==> src/hw/rtl/pff_pkg.sv <==
// Shared constants, widths, item types and helpers for the friction force block.
package pff_pkg;

  localparam int FRAC_BITS = 16;

  localparam int MASS_W = 31;
  localparam int VEL_W  = 32;
  localparam int MU_W   = 20;
  localparam int G_W    = 24;
  localparam int IDX_W  = 2;
  localparam int CFG_W  = 24;

  localparam int NORM_W  = MASS_W + G_W - FRAC_BITS;
  localparam int LIMIT_W = MU_W + NORM_W - FRAC_BITS;
  localparam int LO_W    = LIMIT_W / 2;
  localparam int HI_W    = LIMIT_W - LO_W;
  localparam int PROD_W  = LIMIT_W + VEL_W;
  localparam int SUM_W   = 2 * VEL_W;
  localparam int ROOT_W  = VEL_W;
  localparam int REM_W   = ROOT_W + 2;
  localparam int QUO_W   = VEL_W - 1;
  localparam int CMP_W   = (LIMIT_W > ROOT_W) ? LIMIT_W : ROOT_W;
  localparam int DCMP_W  = (PROD_W > ROOT_W + QUO_W) ? PROD_W : ROOT_W + QUO_W;

  localparam int QDEPTH = 4;
  localparam int QPTR_W = $clog2(QDEPTH);

  localparam logic [IDX_W-1:0] CFG_MODE = IDX_W'(0);
  localparam logic [IDX_W-1:0] CFG_MU   = IDX_W'(1);
  localparam logic [IDX_W-1:0] CFG_G    = IDX_W'(2);

  localparam logic MODE_STATIC = 1'b0;

  localparam logic [VEL_W-1:0] VEL_MIN = {1'b1, {(VEL_W-1){1'b0}}};
  localparam logic [VEL_W-1:0] VEL_MAX = {1'b0, {(VEL_W-1){1'b1}}};

  // Classified particle as it leaves the front end.
  typedef struct packed {
    logic                   inf;
    logic                   vzero;
    logic [2:0]             neg;
    logic [2:0][VEL_W-1:0]  mag;
    logic [NORM_W-1:0]      normal;
  } pff_item_t;

  // Per-particle context carried down the arithmetic pipeline.
  typedef struct packed {
    logic                   inf;
    logic                   vzero;
    logic [2:0]             neg;
    logic [2:0][VEL_W-1:0]  mag;
    logic [LIMIT_W-1:0]     limit;
  } pff_ctx_t;

  // Applies a magnitude (at most 2^31) against the sign of the velocity, saturating.
  function automatic logic [VEL_W-1:0] pff_force(input logic neg, input logic [VEL_W-1:0] c);
    logic [VEL_W-1:0] r;
    if (neg) begin
      r = (c == VEL_MIN) ? VEL_MAX : c;
    end else begin
      r = VEL_W'(0) - c;
    end
    return r;
  endfunction

endpackage

==> src/hw/rtl/pff_queue.sv <==
// Short queue of classified particles between the front end and the arithmetic pipeline.
module pff_queue
  import pff_pkg::*;
(
  input  logic       clk,
  input  logic       rst,
  input  logic       push,
  input  pff_item_t  push_item,
  output logic       full,
  input  logic       pop,
  output logic       not_empty,
  output pff_item_t  head
);

  pff_item_t           slots [QDEPTH];
  logic [QPTR_W-1:0]   wr_ptr;
  logic [QPTR_W-1:0]   rd_ptr;
  logic [QPTR_W:0]     count;

  assign full      = (count == (QPTR_W+1)'(QDEPTH));
  assign not_empty = (count != '0);
  assign head      = slots[rd_ptr];

  always_ff @(posedge clk) begin
    if (rst) begin
      wr_ptr <= '0;
      rd_ptr <= '0;
      count  <= '0;
    end else begin
      if (push) begin
        wr_ptr <= wr_ptr + 1'b1;
      end
      if (pop) begin
        rd_ptr <= rd_ptr + 1'b1;
      end
      if (push && !pop) begin
        count <= count + 1'b1;
      end else if (pop && !push) begin
        count <= count - 1'b1;
      end
    end
  end

  always_ff @(posedge clk) begin
    if (push) begin
      slots[wr_ptr] <= push_item;
    end
  end

endmodule

==> config.mk <==
export PLATFORM = sky130hd
export DESIGN_NAME = pff_queue
export DESIGN_NICKNAME = d
export VERILOG_FILES = /design/src/hw/rtl/pff_pkg.sv /design/src/hw/rtl/pff_queue.sv
export SDC_FILE = /design/constraint.sdc
export NUM_CORES = 1
export LEC_CHECK = 0
export BUFFER_PORTS_ARGS = -buffer_cell sky130_fd_sc_hd__buf_2
export CORE_UTILIZATION = 57
export DETAILED_ROUTE_END_ITERATION = 6
export GPL_TIMING_DRIVEN = 1
export PLACE_DENSITY = 0.9
export SETUP_SLACK_MARGIN = 0.15
export SYNTH_ARGS = -nofsm -noshare
export SYNTH_HDL_FRONTEND = slang
export SYNTH_SLANG_ARGS = --single-unit
==> constraint.sdc <==
create_clock -name clk -period 6.3 [get_ports clk]
set_clock_uncertainty 0.2 [all_clocks]
set_input_delay 0.315 -clock clk [delete_from_list [all_inputs] [get_ports clk]]
set_output_delay 0.315 -clock clk [all_outputs]
set_load 0.05 [all_outputs]
# Word level (Yosys, flattened, before mapping)
# Memories as Yosys holds them, arrays and structs flattened. A register that Yosys moved wholly into a read port is not among the register bits.
# Index checks and enable logic that the tools add are counted.
totals:
  ff_bits: 7
  ramBits: 560
  inputBits: 144
  out_inout_bits: 142
  elab_cells: 21
  mem_count: 1
mem_list:
  columns: ["name", "words", "word_bits", "read_ports", "rd_ports_with_merged_regs", "write_ports", "line", "source"]
  rows:
  - ["slots", 4, 140, 1, 1, 1, "pff_queue.sv:15", "pff_item_t slots [QDEPTH];"]
classes:
  n_addsub: 4
  n_eq_ne: 1
  n_mux: 6
  n_reduce_logical: 6
op_table:
  columns: ["operator", "count"]
  rows:
  - ["3-bit two-way mux", 2]
  - ["2-bit by 1-bit adder with 2-bit output, second input constant", 2]
  - ["2-bit two-way mux", 2]
  - ["3-bit by 1-bit adder with 3-bit output, second input constant", 1]
  - ["3-bit equality test, second input constant", 1]
  - ["3-bit nonzero test", 1]
  - ["3-bit by 1-bit subtractor with 3-bit output, second input constant", 1]
  - ["1-bit logical AND", 2]
  - ["1-bit logical NOT", 2]
  - ["1-bit two-way mux", 2]
  - ["2-bit nonzero test", 1]

# Logic depth before layout (Yosys ltp)
logic_depth:
  ltp_word: 4
  ltp_mapped: 7

# Least setup slack after synthesis
# No wires, ideal clock.
synth_path:
  kind: "register -> register"
  startpoint: "reg wr_ptr[0]"
  endpoint: "mem slots[0][0] in the netlist's numbering (enable)"
  setup_ps: 516
  arrival_time_ps: 3749
  t_required_ps: 5584
  setup_slack_ps: 1836
  path_stages_with_launch: 4
  synth_period_minus_slack_ps: 4464
  path_cell_list: "dfxtp_1 > inv_1 > ha_1 > and2_1"
synth_rtl:
  columns: ["element", "line", "source"]
  rows:
  - ["start, declared", "pff_queue.sv:16", "logic [QPTR_W-1:0] wr_ptr;"]
  - ["start signal, assigned", "pff_queue.sv:31", "wr_ptr <= wr_ptr + 1'b1;"]
  - ["end, declared", "pff_queue.sv:15", null]
# Straight into the memory's write port.

==> results by group <==
Worst setup path
  • Slowest-stage cell, CP: dfxtp_4
  • Family with the most delay on the worst path: buffers and inverters
  • Crit path cell chain: buf_4 -> mux4_2 -> buf_2
  • WP buf/inv: 2
  • CP max FO: 37
  • Crit path DAT: 2.92 ns
  • Data required time at the worst endpoint: 5.78 ns
  • Worst setup SP type: flip-flop
  • Crit path largest cell delay: 0.75 ns
  • CP Class: reg -> out
  • Critical Path Sink Type: output port

Global routing
  • Met3 global-route usage: 5.97%
  • Grt peak-use layer: met2
  • Gr usage total: 24.3%
  • Largest net degree at the start of global routing: 83
  • Initial antenna violation count: 3
  • GRT met1 Usage: 29.3%
  • Number of global-route vias before repair: 10800
  • Met2 GRT Util: 42.3%
  • First-pass GRT wire length: 64600 microns
  • Total grt overflow: 0

Timing
  • Setup ws final: 2.86 ns
  • Min Tclk post-route: 3.44 ns
  • Setup violators final: 0
  • RSZ-0062 raised after global routing: no
  • Slew headroom: 32.3%
  • Max-slew violations: 0
  • Worst Tran Pin Value: 1.02 ns
  • Tcrit/Tclk final: 54.5%
  • Setup TNS: 0 ns
  • Maximum clock rate: 291 MHz
  • Fin. Hold Viols: 0

Cells and area
  • Synthesis-to-layout area growth: 24.8%
  • Proportion of layout cells with a drive suffix above 1: 39.9%
  • Final Cell Area: 25700 sq um
  • Post-Layout Cell Count: 1741
  • Final #Nets: 1384
  • Final Util: 72.4%

Placement
  • Post-DP HPWL: 22300 microns
  • Dpl cell area: 22500 sq um
  • IO buf count: 285
  • # placed instances: 1496
  • GPL Wtd Cong: 0.735
  • Dpl ws: 3.39 ns

Min path
  • Hold Path Class: in -> reg

Logic synthesis
  • Yosys Warn Count: 0
  • Synth unique cells: 21
  • Synth Cell Area: 20600 sq um
  • Mapped Cells: 776
  • Seq cells post-synth: 569
  • Syn_nets: 926
  • Sequential area share after synthesis: 82.4%
  • Mean post-synth cell area: 26.6 sq um

Clock network
  • Clock slew at reported path FFs: 0.06 ns
  • Clock latency on the worst-skew pair: 0.56 ns
  • CTS Buf Count: 54
  • Root Driver: clkbuf_16
  • Setup Buffers After CTS: 0
  • CTS sink count: 569
  • CTS tree: yes
  • Number of H-tree levels: 2
  • Longest Clk Path Bufs: 3

Drt
  • Initial drt markers: 900
  • Via count: 10100
  • Final WL: 44400 microns
  • Routed Antenna Nets: 0
  • DR DRC count: 0
  • Vias per inst: 5.79
  • Drt pass-1 iters: 5
  • Drt wl/cell: 25.5 microns

Die
  • Ports: 286
  • Die area: 37000 sq um
  • Die H: 192 microns
  • Row cnt: 69
  • Initial core utilization: 58.0%
  • Die W: 192 microns
  • Core area: 35600 sq um

Power
  • VDD IR-drop max: 0.000324 V
  • Pwr Density: 347 nW/um^2
  • Leak: 0.00875 uW

Job
  • Max-cap violation count: 0

Status
  • Outcome: finished, final reports clean
synth_stat cells:
cell type    n  share of area, %
buf_2       15              0.36
buf_4        2             0.073
fa_1         1             0.097
mux4_2     140                15
xnor2_1      2             0.085
dfxtp_1      9              0.87
nand2_1      1             0.018
nor3b_1      1             0.036
o21ai_0      1             0.024
a21oi_1      1             0.024
buf_6       11              0.60
mux2i_1      2             0.097
clkbuf_2     1             0.024
edfxtp_1   560                82
xor2_1       3              0.13
inv_1        4             0.073
or3_1        2             0.061
ha_1         5              0.30
clkbuf_1     4             0.073
and2_1       4              0.12
nor2_1       7              0.13
final cells by class:
cell class	count	area (sq um)
fill	1944	9830
timing repair buffer	435	2990
sequential	569	17000
tap	461	577
multi-input combinational	170	3390
clock buffer	76	1500
inverter	4	15.0
clock inverter	23	263
antenna	3	7.51
worst reg2reg max path: cells and delay by family (launching register included):
| kind | cells | cell delay [ns] |
|---|---|---|
| DFF | 1 | 0.35 |
| adders and majority gates | 1 | 0.16 |
| and+or+nand+nor | 1 | 0.78 |
| buffers and inverters | 2 | 0.64 |
per-stage QoR:
| stage | power [uW] | hold WS (ns) |
|---|---|---|
| 6_report | 8930 | 0.286 |
| 5_1_grt | 9180 | 0.278 |
| 4_1_cts | 8950 | 0.251 |
| 3_5_place_dp | 5700 | 0.314 |
| 3_3_place_gp | 5660 | 0.275 |
| 2_1_floorplan | 5400 | 0.214 |
layer usage:
layer | vias up | wire length, microns | part of all wire [%]
li1 | 4275 | - | -
met1 | 5214 | 16000 | 36
met2 | 507 | 23500 | 53
met3 | 90 | 3470 | 7.8
met4 | 0 | 1440 | 3.2
met5 | - | 0 | 0
cells by family after synthesis:
kind of cell               count (synthesis)  share of synthesized area (%)
AOI/OAI and AO/OA                          2                         0.0485
xor gates and xnor gates                   5                          0.212
adders and majority gates                  6                          0.400
buffers and inverters                     37                           1.21
DFF                                      569                           82.4
muxes                                    142                           15.4
and+or+nand+nor                           15                          0.364
registers in the layout, indices dropped and copies added, names as in the netlist, named ones only:
name / cells
slots: 560
wr_ptr: 2
rd_ptr: 2
count: 3
timing repair:
action | 4_1_cts | 5_1_grt
hold endpoints to repair | 569 | 0
endpoints found under the setup margin | 0 | 0
resized for setup | 0 | 0
hold buffers | 143 | 0
cell usage in the layout, fill, tap and decap left out, types with 7 or more instances in the layout:
master         count
clkinv_1           8
mux4_2           140
clkbuf_16         57
nor2_1             7
clkbuf_1          19
dlygate4sd3_1    143
edfxtp_1         560
buf_2            285
clkinv_2           7
dfxtp_1            7
where the power goes:
part,switching [uW],internal (uW)
logic,876,410
registers,78.6,4350
clock network,1320,1900
total,2270,6660
path summary, 6_finish.rpt:
kind	endpoint	from	slack (ns)	cells after the start
worst max register to register	slots[1][21]	wr_ptr[1]	3.70	4
worst max-delay path	head[103]	flip-flop	2.86	3
worst min-delay path	slots[2][131]	push_item[131]	0.29	2
worst min register to register	count[2]	count[2]	0.37	2
Note: power is estimated with default switching activity, not from simulation.
