===== config.mk =====
export PLATFORM = sky130hd
export DESIGN_NAME = pff_front
export DESIGN_NICKNAME = d
export VERILOG_FILES = /design/src/hw/rtl/pff_pkg.sv /design/src/hw/rtl/pff_front.sv
export SDC_FILE = /design/constraint.sdc
export NUM_CORES = 2
export LEC_CHECK = 0
export ABC_AREA = 1
export ABC_CLOCK_PERIOD_IN_PS = 10800
export BUFFER_PORTS_ARGS = -buffer_cell sky130_fd_sc_hd__buf_2
export CAP_MARGIN = 20
export CORE_MARGIN = 8
export CORE_UTILIZATION = 36
export DETAILED_ROUTE_END_ITERATION = 7
export PLACE_DENSITY = 0.52
export REMOVE_ABC_BUFFERS = 1
export SLEW_MARGIN = 15
export SYNTH_ARGS = -nofsm -noshare
export SYNTH_HDL_FRONTEND = slang
export SYNTH_SLANG_ARGS = --single-unit
export TNS_END_PERCENT = 20

===== constraint.sdc =====
create_clock -name clk -period 10.8 [get_ports clk]
set_input_delay 2.16 -clock clk [delete_from_list [all_inputs] [get_ports clk]]
set_output_delay 2.16 -clock clk [all_outputs]
set_load 0.05 [all_outputs]

===== src/hw/rtl/pff_pkg.sv =====
// Shared constants, widths, item types and helpers for the friction force block.
package pff_pkg;

  localparam int FRAC_BITS = 16;

  localparam int MASS_W = 31;
  localparam int VEL_W  = 32;
  localparam int MU_W   = 20;
  localparam int G_W    = 24;
  localparam int IDX_W  = 2;
  localparam int CFG_W  = 24;

  localparam int NORM_W  = MASS_W + G_W - FRAC_BITS;
  localparam int LIMIT_W = MU_W + NORM_W - FRAC_BITS;
  localparam int LO_W    = LIMIT_W / 2;
  localparam int HI_W    = LIMIT_W - LO_W;
  localparam int PROD_W  = LIMIT_W + VEL_W;
  localparam int SUM_W   = 2 * VEL_W;
  localparam int ROOT_W  = VEL_W;
  localparam int REM_W   = ROOT_W + 2;
  localparam int QUO_W   = VEL_W - 1;
  localparam int CMP_W   = (LIMIT_W > ROOT_W) ? LIMIT_W : ROOT_W;
  localparam int DCMP_W  = (PROD_W > ROOT_W + QUO_W) ? PROD_W : ROOT_W + QUO_W;

  localparam int QDEPTH = 4;
  localparam int QPTR_W = $clog2(QDEPTH);

  localparam logic [IDX_W-1:0] CFG_MODE = IDX_W'(0);
  localparam logic [IDX_W-1:0] CFG_MU   = IDX_W'(1);
  localparam logic [IDX_W-1:0] CFG_G    = IDX_W'(2);

  localparam logic MODE_STATIC = 1'b0;

  localparam logic [VEL_W-1:0] VEL_MIN = {1'b1, {(VEL_W-1){1'b0}}};
  localparam logic [VEL_W-1:0] VEL_MAX = {1'b0, {(VEL_W-1){1'b1}}};

  // Classified particle as it leaves the front end.
  typedef struct packed {
    logic                   inf;
    logic                   vzero;
    logic [2:0]             neg;
    logic [2:0][VEL_W-1:0]  mag;
    logic [NORM_W-1:0]      normal;
  } pff_item_t;

  // Per-particle context carried down the arithmetic pipeline.
  typedef struct packed {
    logic                   inf;
    logic                   vzero;
    logic [2:0]             neg;
    logic [2:0][VEL_W-1:0]  mag;
    logic [LIMIT_W-1:0]     limit;
  } pff_ctx_t;

  // Applies a magnitude (at most 2^31) against the sign of the velocity, saturating.
  function automatic logic [VEL_W-1:0] pff_force(input logic neg, input logic [VEL_W-1:0] c);
    logic [VEL_W-1:0] r;
    if (neg) begin
      r = (c == VEL_MIN) ? VEL_MAX : c;
    end else begin
      r = VEL_W'(0) - c;
    end
    return r;
  endfunction

endpackage


===== src/hw/rtl/pff_front.sv =====
// Front end: accepts particles, takes velocity magnitudes and the normal force.
module pff_front
  import pff_pkg::*;
(
  input  logic                  clk,
  input  logic                  rst,
  input  logic                  s_tvalid,
  output logic                  s_tready,
  input  logic [127:0]          s_tdata,
  input  logic                  s_tuser,
  input  logic [G_W-1:0]        gravity_accel,
  output logic                  item_valid,
  output pff_item_t             item,
  input  logic                  q_full
);

  logic                        accept;
  logic                        push;
  logic [MASS_W-1:0]           mass;
  logic [2:0][VEL_W-1:0]       vel;
  logic [MASS_W+G_W-1:0]       weight;
  pff_item_t                   item_next;

  assign push     = item_valid && !q_full;
  assign s_tready = !item_valid || !q_full;
  assign accept   = s_tvalid && s_tready;

  assign mass   = s_tdata[MASS_W-1:0];
  assign vel[0] = s_tdata[MASS_W +: VEL_W];
  assign vel[1] = s_tdata[MASS_W+VEL_W +: VEL_W];
  assign vel[2] = s_tdata[MASS_W+2*VEL_W +: VEL_W];
  assign weight = (MASS_W+G_W)'(mass) * (MASS_W+G_W)'(gravity_accel);

  always_comb begin
    item_next.inf    = s_tuser;
    item_next.normal = weight[MASS_W+G_W-1:FRAC_BITS];
    for (int i = 0; i < 3; i++) begin
      item_next.neg[i] = vel[i][VEL_W-1];
      item_next.mag[i] = vel[i][VEL_W-1] ? (VEL_W'(0) - vel[i]) : vel[i];
    end
    item_next.vzero = (vel[0] == '0) && (vel[1] == '0) && (vel[2] == '0);
  end

  always_ff @(posedge clk) begin
    if (rst) begin
      item_valid <= 1'b0;
    end else if (accept) begin
      item_valid <= 1'b1;
    end else if (push) begin
      item_valid <= 1'b0;
    end
  end

  always_ff @(posedge clk) begin
    if (accept) begin
      item <= item_next;
    end
  end

endmodule


======== Yosys cells after proc, flatten, opt, wreduce, memory -nomap -nowiden ========
Cells that the tools add are included.
operators by class
  reduce and logical (&&, ||, !) cells .... 11
  $mul .................................... 1
  multiplexer cells ....................... 5
  $add $sub $neg .......................... 3
operators by type and width
  kind                     number
  $logic_not A32 Y1        3
  $sub A1 B32 Y32 const A  3
  $mux W31                 3
  $mul A31 B24 Y55         1
  $logic_and A1 B1 Y1      4
  $logic_not A1 Y1         2
  $mux W1                  2
  $reduce_bool A2 Y1       1
  $logic_or A1 B1 Y1       1
storage, ports and cells
  input bits .............................. 157
  flip-flop bits (word level) ............. 141
  word-level logic and storage cells ...... 31
  output and inout bits ................... 142

======== Longest topological paths before layout ========
  depth after elaboration ................. 4
  gate-level depth with buffers ........... 29
  depth with buffers taken out ............ 28

======== Least setup slack after synthesis ========
OpenSTA, ideal clock, no wires.
  kind .................................... input port to flip-flop
  start ................................... input s_tvalid
  end ..................................... register item[0] (netlist bit) (enable)
  setup slack ............................. 1.177 ns
  required time ........................... 10.115 ns
  arrival time ............................ 8.938 ns
  path buffers ............................ 0
  setup time .............................. 0.685 ns
  stages on the path ...................... 2
  path through ............................ inv_1 > a21oi_1
between the ends
  cells in the longest elaborated chain, start to end .. 1
ends and longest elaborated chain
  element               RTL line         text
  start, declared       pff_front.sv:7   input logic s_tvalid,
  $logic_and A1 B1 Y1   pff_front.sv:26  assign accept = s_tvalid && s_tready;
  named net accept      pff_front.sv:17  logic accept;
  end signal, assigned  pff_front.sv:56  item <= item_next;
  end, declared         pff_front.sv:13  output pff_item_t item,
The timed path passes the listed nets, and every way through them passes these cells.
A chain may end at the register's enable or synchronous reset.

==> results.py <==
metrics = {
    "run_status": {
        "outcome": "complete, no violations",
    },
    "routing": {
        "dr.pass1.iters": 5,
        "post_drt_wl_per_cell_um": 18.2,
        "drt-initial-drc-count": 1395,
        "drt-total-wl_mm": 97.9,
        "ant_nets": 0,
        "num_vias": 25000,
        "drc": 0,
        "vias_per_cell": 4.65,
    },
    "clock_network": {
        "postCtsSetupRepairBufs": 0,
        "htree_levels": 4,
        "cts_resized": 0,
        "ctsHoldBuffers": 0,
        "clk_path_buf_depth": 2,
        "cts-root-buf": "clkbuf_16",
        "cts_tree": "done",
        "cts_made_buffers": 17,
        "cts_sinks": 141,
        "clk_pin_slew_ps": 80,
        "clk_latency_ps": 450,
    },
    "layout": {
        "regArea_um2": 4220,
        "area_growth_pct": 9.62,
        "fill_cells": 9325,
        "multiInputGateArea_um2": 22400,
        "nNetsFinal": 5170,
        "layoutNonFillerInstCount": 5380,
        "final_layout_size_suffix_gt1_frac": 0.0872,
        "finalInstanceArea_um2": 34900,
    },
    "synth": {
        "synth_warnings": 0,
        "synth_area_um2": 31900,
        "synth_cell_types": 44,
        "synth_top_area_frac": 0.399,
        "yosys.cell_count.top_type": "inv_1",
        "synth_top_cell_by_area": "fa_1",
        "ys.flop_type": "edfxtp_1",
        "synthArstFlopShare": 0,
        "synthTopCellsByCount": "inv_1, nand2_1, fa_1",
        "yosys_register_bits": 141,
        "synth_seq_area_share": 0.133,
        "syn_inst": 4020,
        "synth_area_leaders": "fa_1, inv_1, edfxtp_1, nand2_1, ha_1",
        "synth-edff-count": 140,
        "syn_avg_cell_area_um2": 7.93,
    },
    "grt": {
        "antenna_found_initial": 5,
        "grt_max_degree": 79,
        "grt_pass1_vias": 26800,
        "overflow": 0,
        "grt.total_usage": 0.201,
        "grt_pass1_wl_mm": 154,
    },
    "place": {
        "port_buffers": 297,
        "gp_congestion": 0.919,
        "numPlacedInstances": 5344,
        "placed_area_um2": 34300,
        "hpwl_mm": 77.1,
    },
    "setup_path": {
        "crit_type": "in -> reg",
        "timing.critical_path.mode_cell": "fa_1",
        "max_stage_delay_ps": 800,
        "cp_max_fo": 31,
        "critPathRequiredTime_ps": 10990,
        "startpoint_type": "input port",
        "end_kind": "flop",
        "cp_num_buf_inv": 6,
        "cp_top_family": "adder cells",
        "worstPathCellList": "buf_2, nand2_1, fa_1, fa_1, inv_1, fa_1, inv_1, fa_1, inv_1, fa_1, fa_1, inv_1, fa_1, inv_1, ha_1, a21oi_1, o21ai_1, a21oi_1, o21ai_1, a21oi_1, xor2_1",
        "crit_arrival_ps": 8810,
        "cp_slowest_cell": "buf_2",
    },
    "floorplanning": {
        "fp.dieW_um": 314,
        "die_h_um": 314,
        "rows": 109,
        "fp.dieArea_um2": 98300,
        "io_pins": 299,
        "core-area_um2": 88100,
        "start_util": 0.362,
    },
    "worst_hold_path": {
        "worstHoldPathType": "reg -> reg",
    },
    "job": {
        "cap_violations": 0,
    },
    "sta": {
        "fmax_ghz": 0.116,
        "setup-tns-final_ps": 0,
        "min_period_over_period": 0.798,
        "slew_violations": 0,
        "skew_ps": 11.4,
        "finalCriticalPeriod_ps": 8620,
        "timing.hold.ws_ps": 523,
        "setup_violations": 0,
        "final-hold-violation-count": 0,
        "rsz0062_at_grt": "false",
        "max-slew-margin-rel": 0.258,
        "tightest_slew_ps": 1110,
    },
}
[path summary, 6_finish.rpt]
kind	start	slack, ps	cells after the start	to
setup / recovery	gravity_accel[9]	2180	21	item[17]
hold / removal	item_valid	520	2	item_valid
setup reg to reg	item_valid	8250	3	item[36]
hold reg to reg	item_valid	520	2	item_valid
[tightest hold or removal path, delay by kind of cell (launching register included)]
kind             cells  cell delay (ps)
AO/OA/AOI/OAI        1               60
AND/OR/NAND/NOR      1               80
flip-flops           1              340
[logic make-up (layout without fill, tap and decap cells)]
| family | count (synthesis) | count (layout) | synth area share |
|---|---|---|---|
| AO/OA/AOI/OAI | 192 | 192 | 0.0328 |
| adder cells (fa/ha/maj) | 815 | 815 | 0.470 |
| flip-flops | 141 | 141 | 0.133 |
| AND/OR/NAND/NOR | 1377 | 1377 | 0.172 |
| other | 0 | 4 | 0 |
| XOR/XNOR | 106 | 106 | 0.0291 |
| buffers and inverters | 1389 | 1580 | 0.164 |
[registers in the layout, indices dropped and copies added (netlist names)]
name,cells
item,140
item_valid,1
[final cells by class]
type                            count  share of cell area
Clock inverter                     15             0.00502
Timing Repair Buffer              302              0.0436
Tap cell                         1165              0.0417
Inverter                         1246               0.134
Sequential cell                   141               0.121
Clock buffer                       17              0.0122
Multi-Input combinational cell   2490               0.642
Antenna cell                        4            0.000287
[per-layer routing]
metal	share of wire	track usage	routed length [um]
met5	0	0	0
met4	0.025	0.0505	2430
met3	0.033	0.0144	3190
met2	0.52	0.372	51000
met1	0.42	0.252	41200
[stage by stage]
step	setup WS (ps)	utilization
after floorplan	1180	-
after global placement	1770	0.390
after detailed placement	1720	0.390
after CTS	2180	0.396
after global routing	1790	0.396
final	2180	0.396
[placed cells by master, fill, tap and decap left out, types with 7 or more instances in the layout]
cell,instances
nor2_1,194
nand3_1,63
a21oi_1,84
nand4_1,28
ha_1,180
a31oi_1,7
nand2_1,1040
o21bai_1,7
edfxtp_1,140
xor2_1,75
inv_1,1238
buf_2,297
o21ai_1,19
nor3_1,18
clkbuf_16,17
nor4_1,8
xnor2_1,31
o21ai_0,54
nor2_2,7
fa_1,635
Power is left out: the tool's default activity adds up to more than one toggle a clock period on the data nets, which glitch-free logic cannot reach.
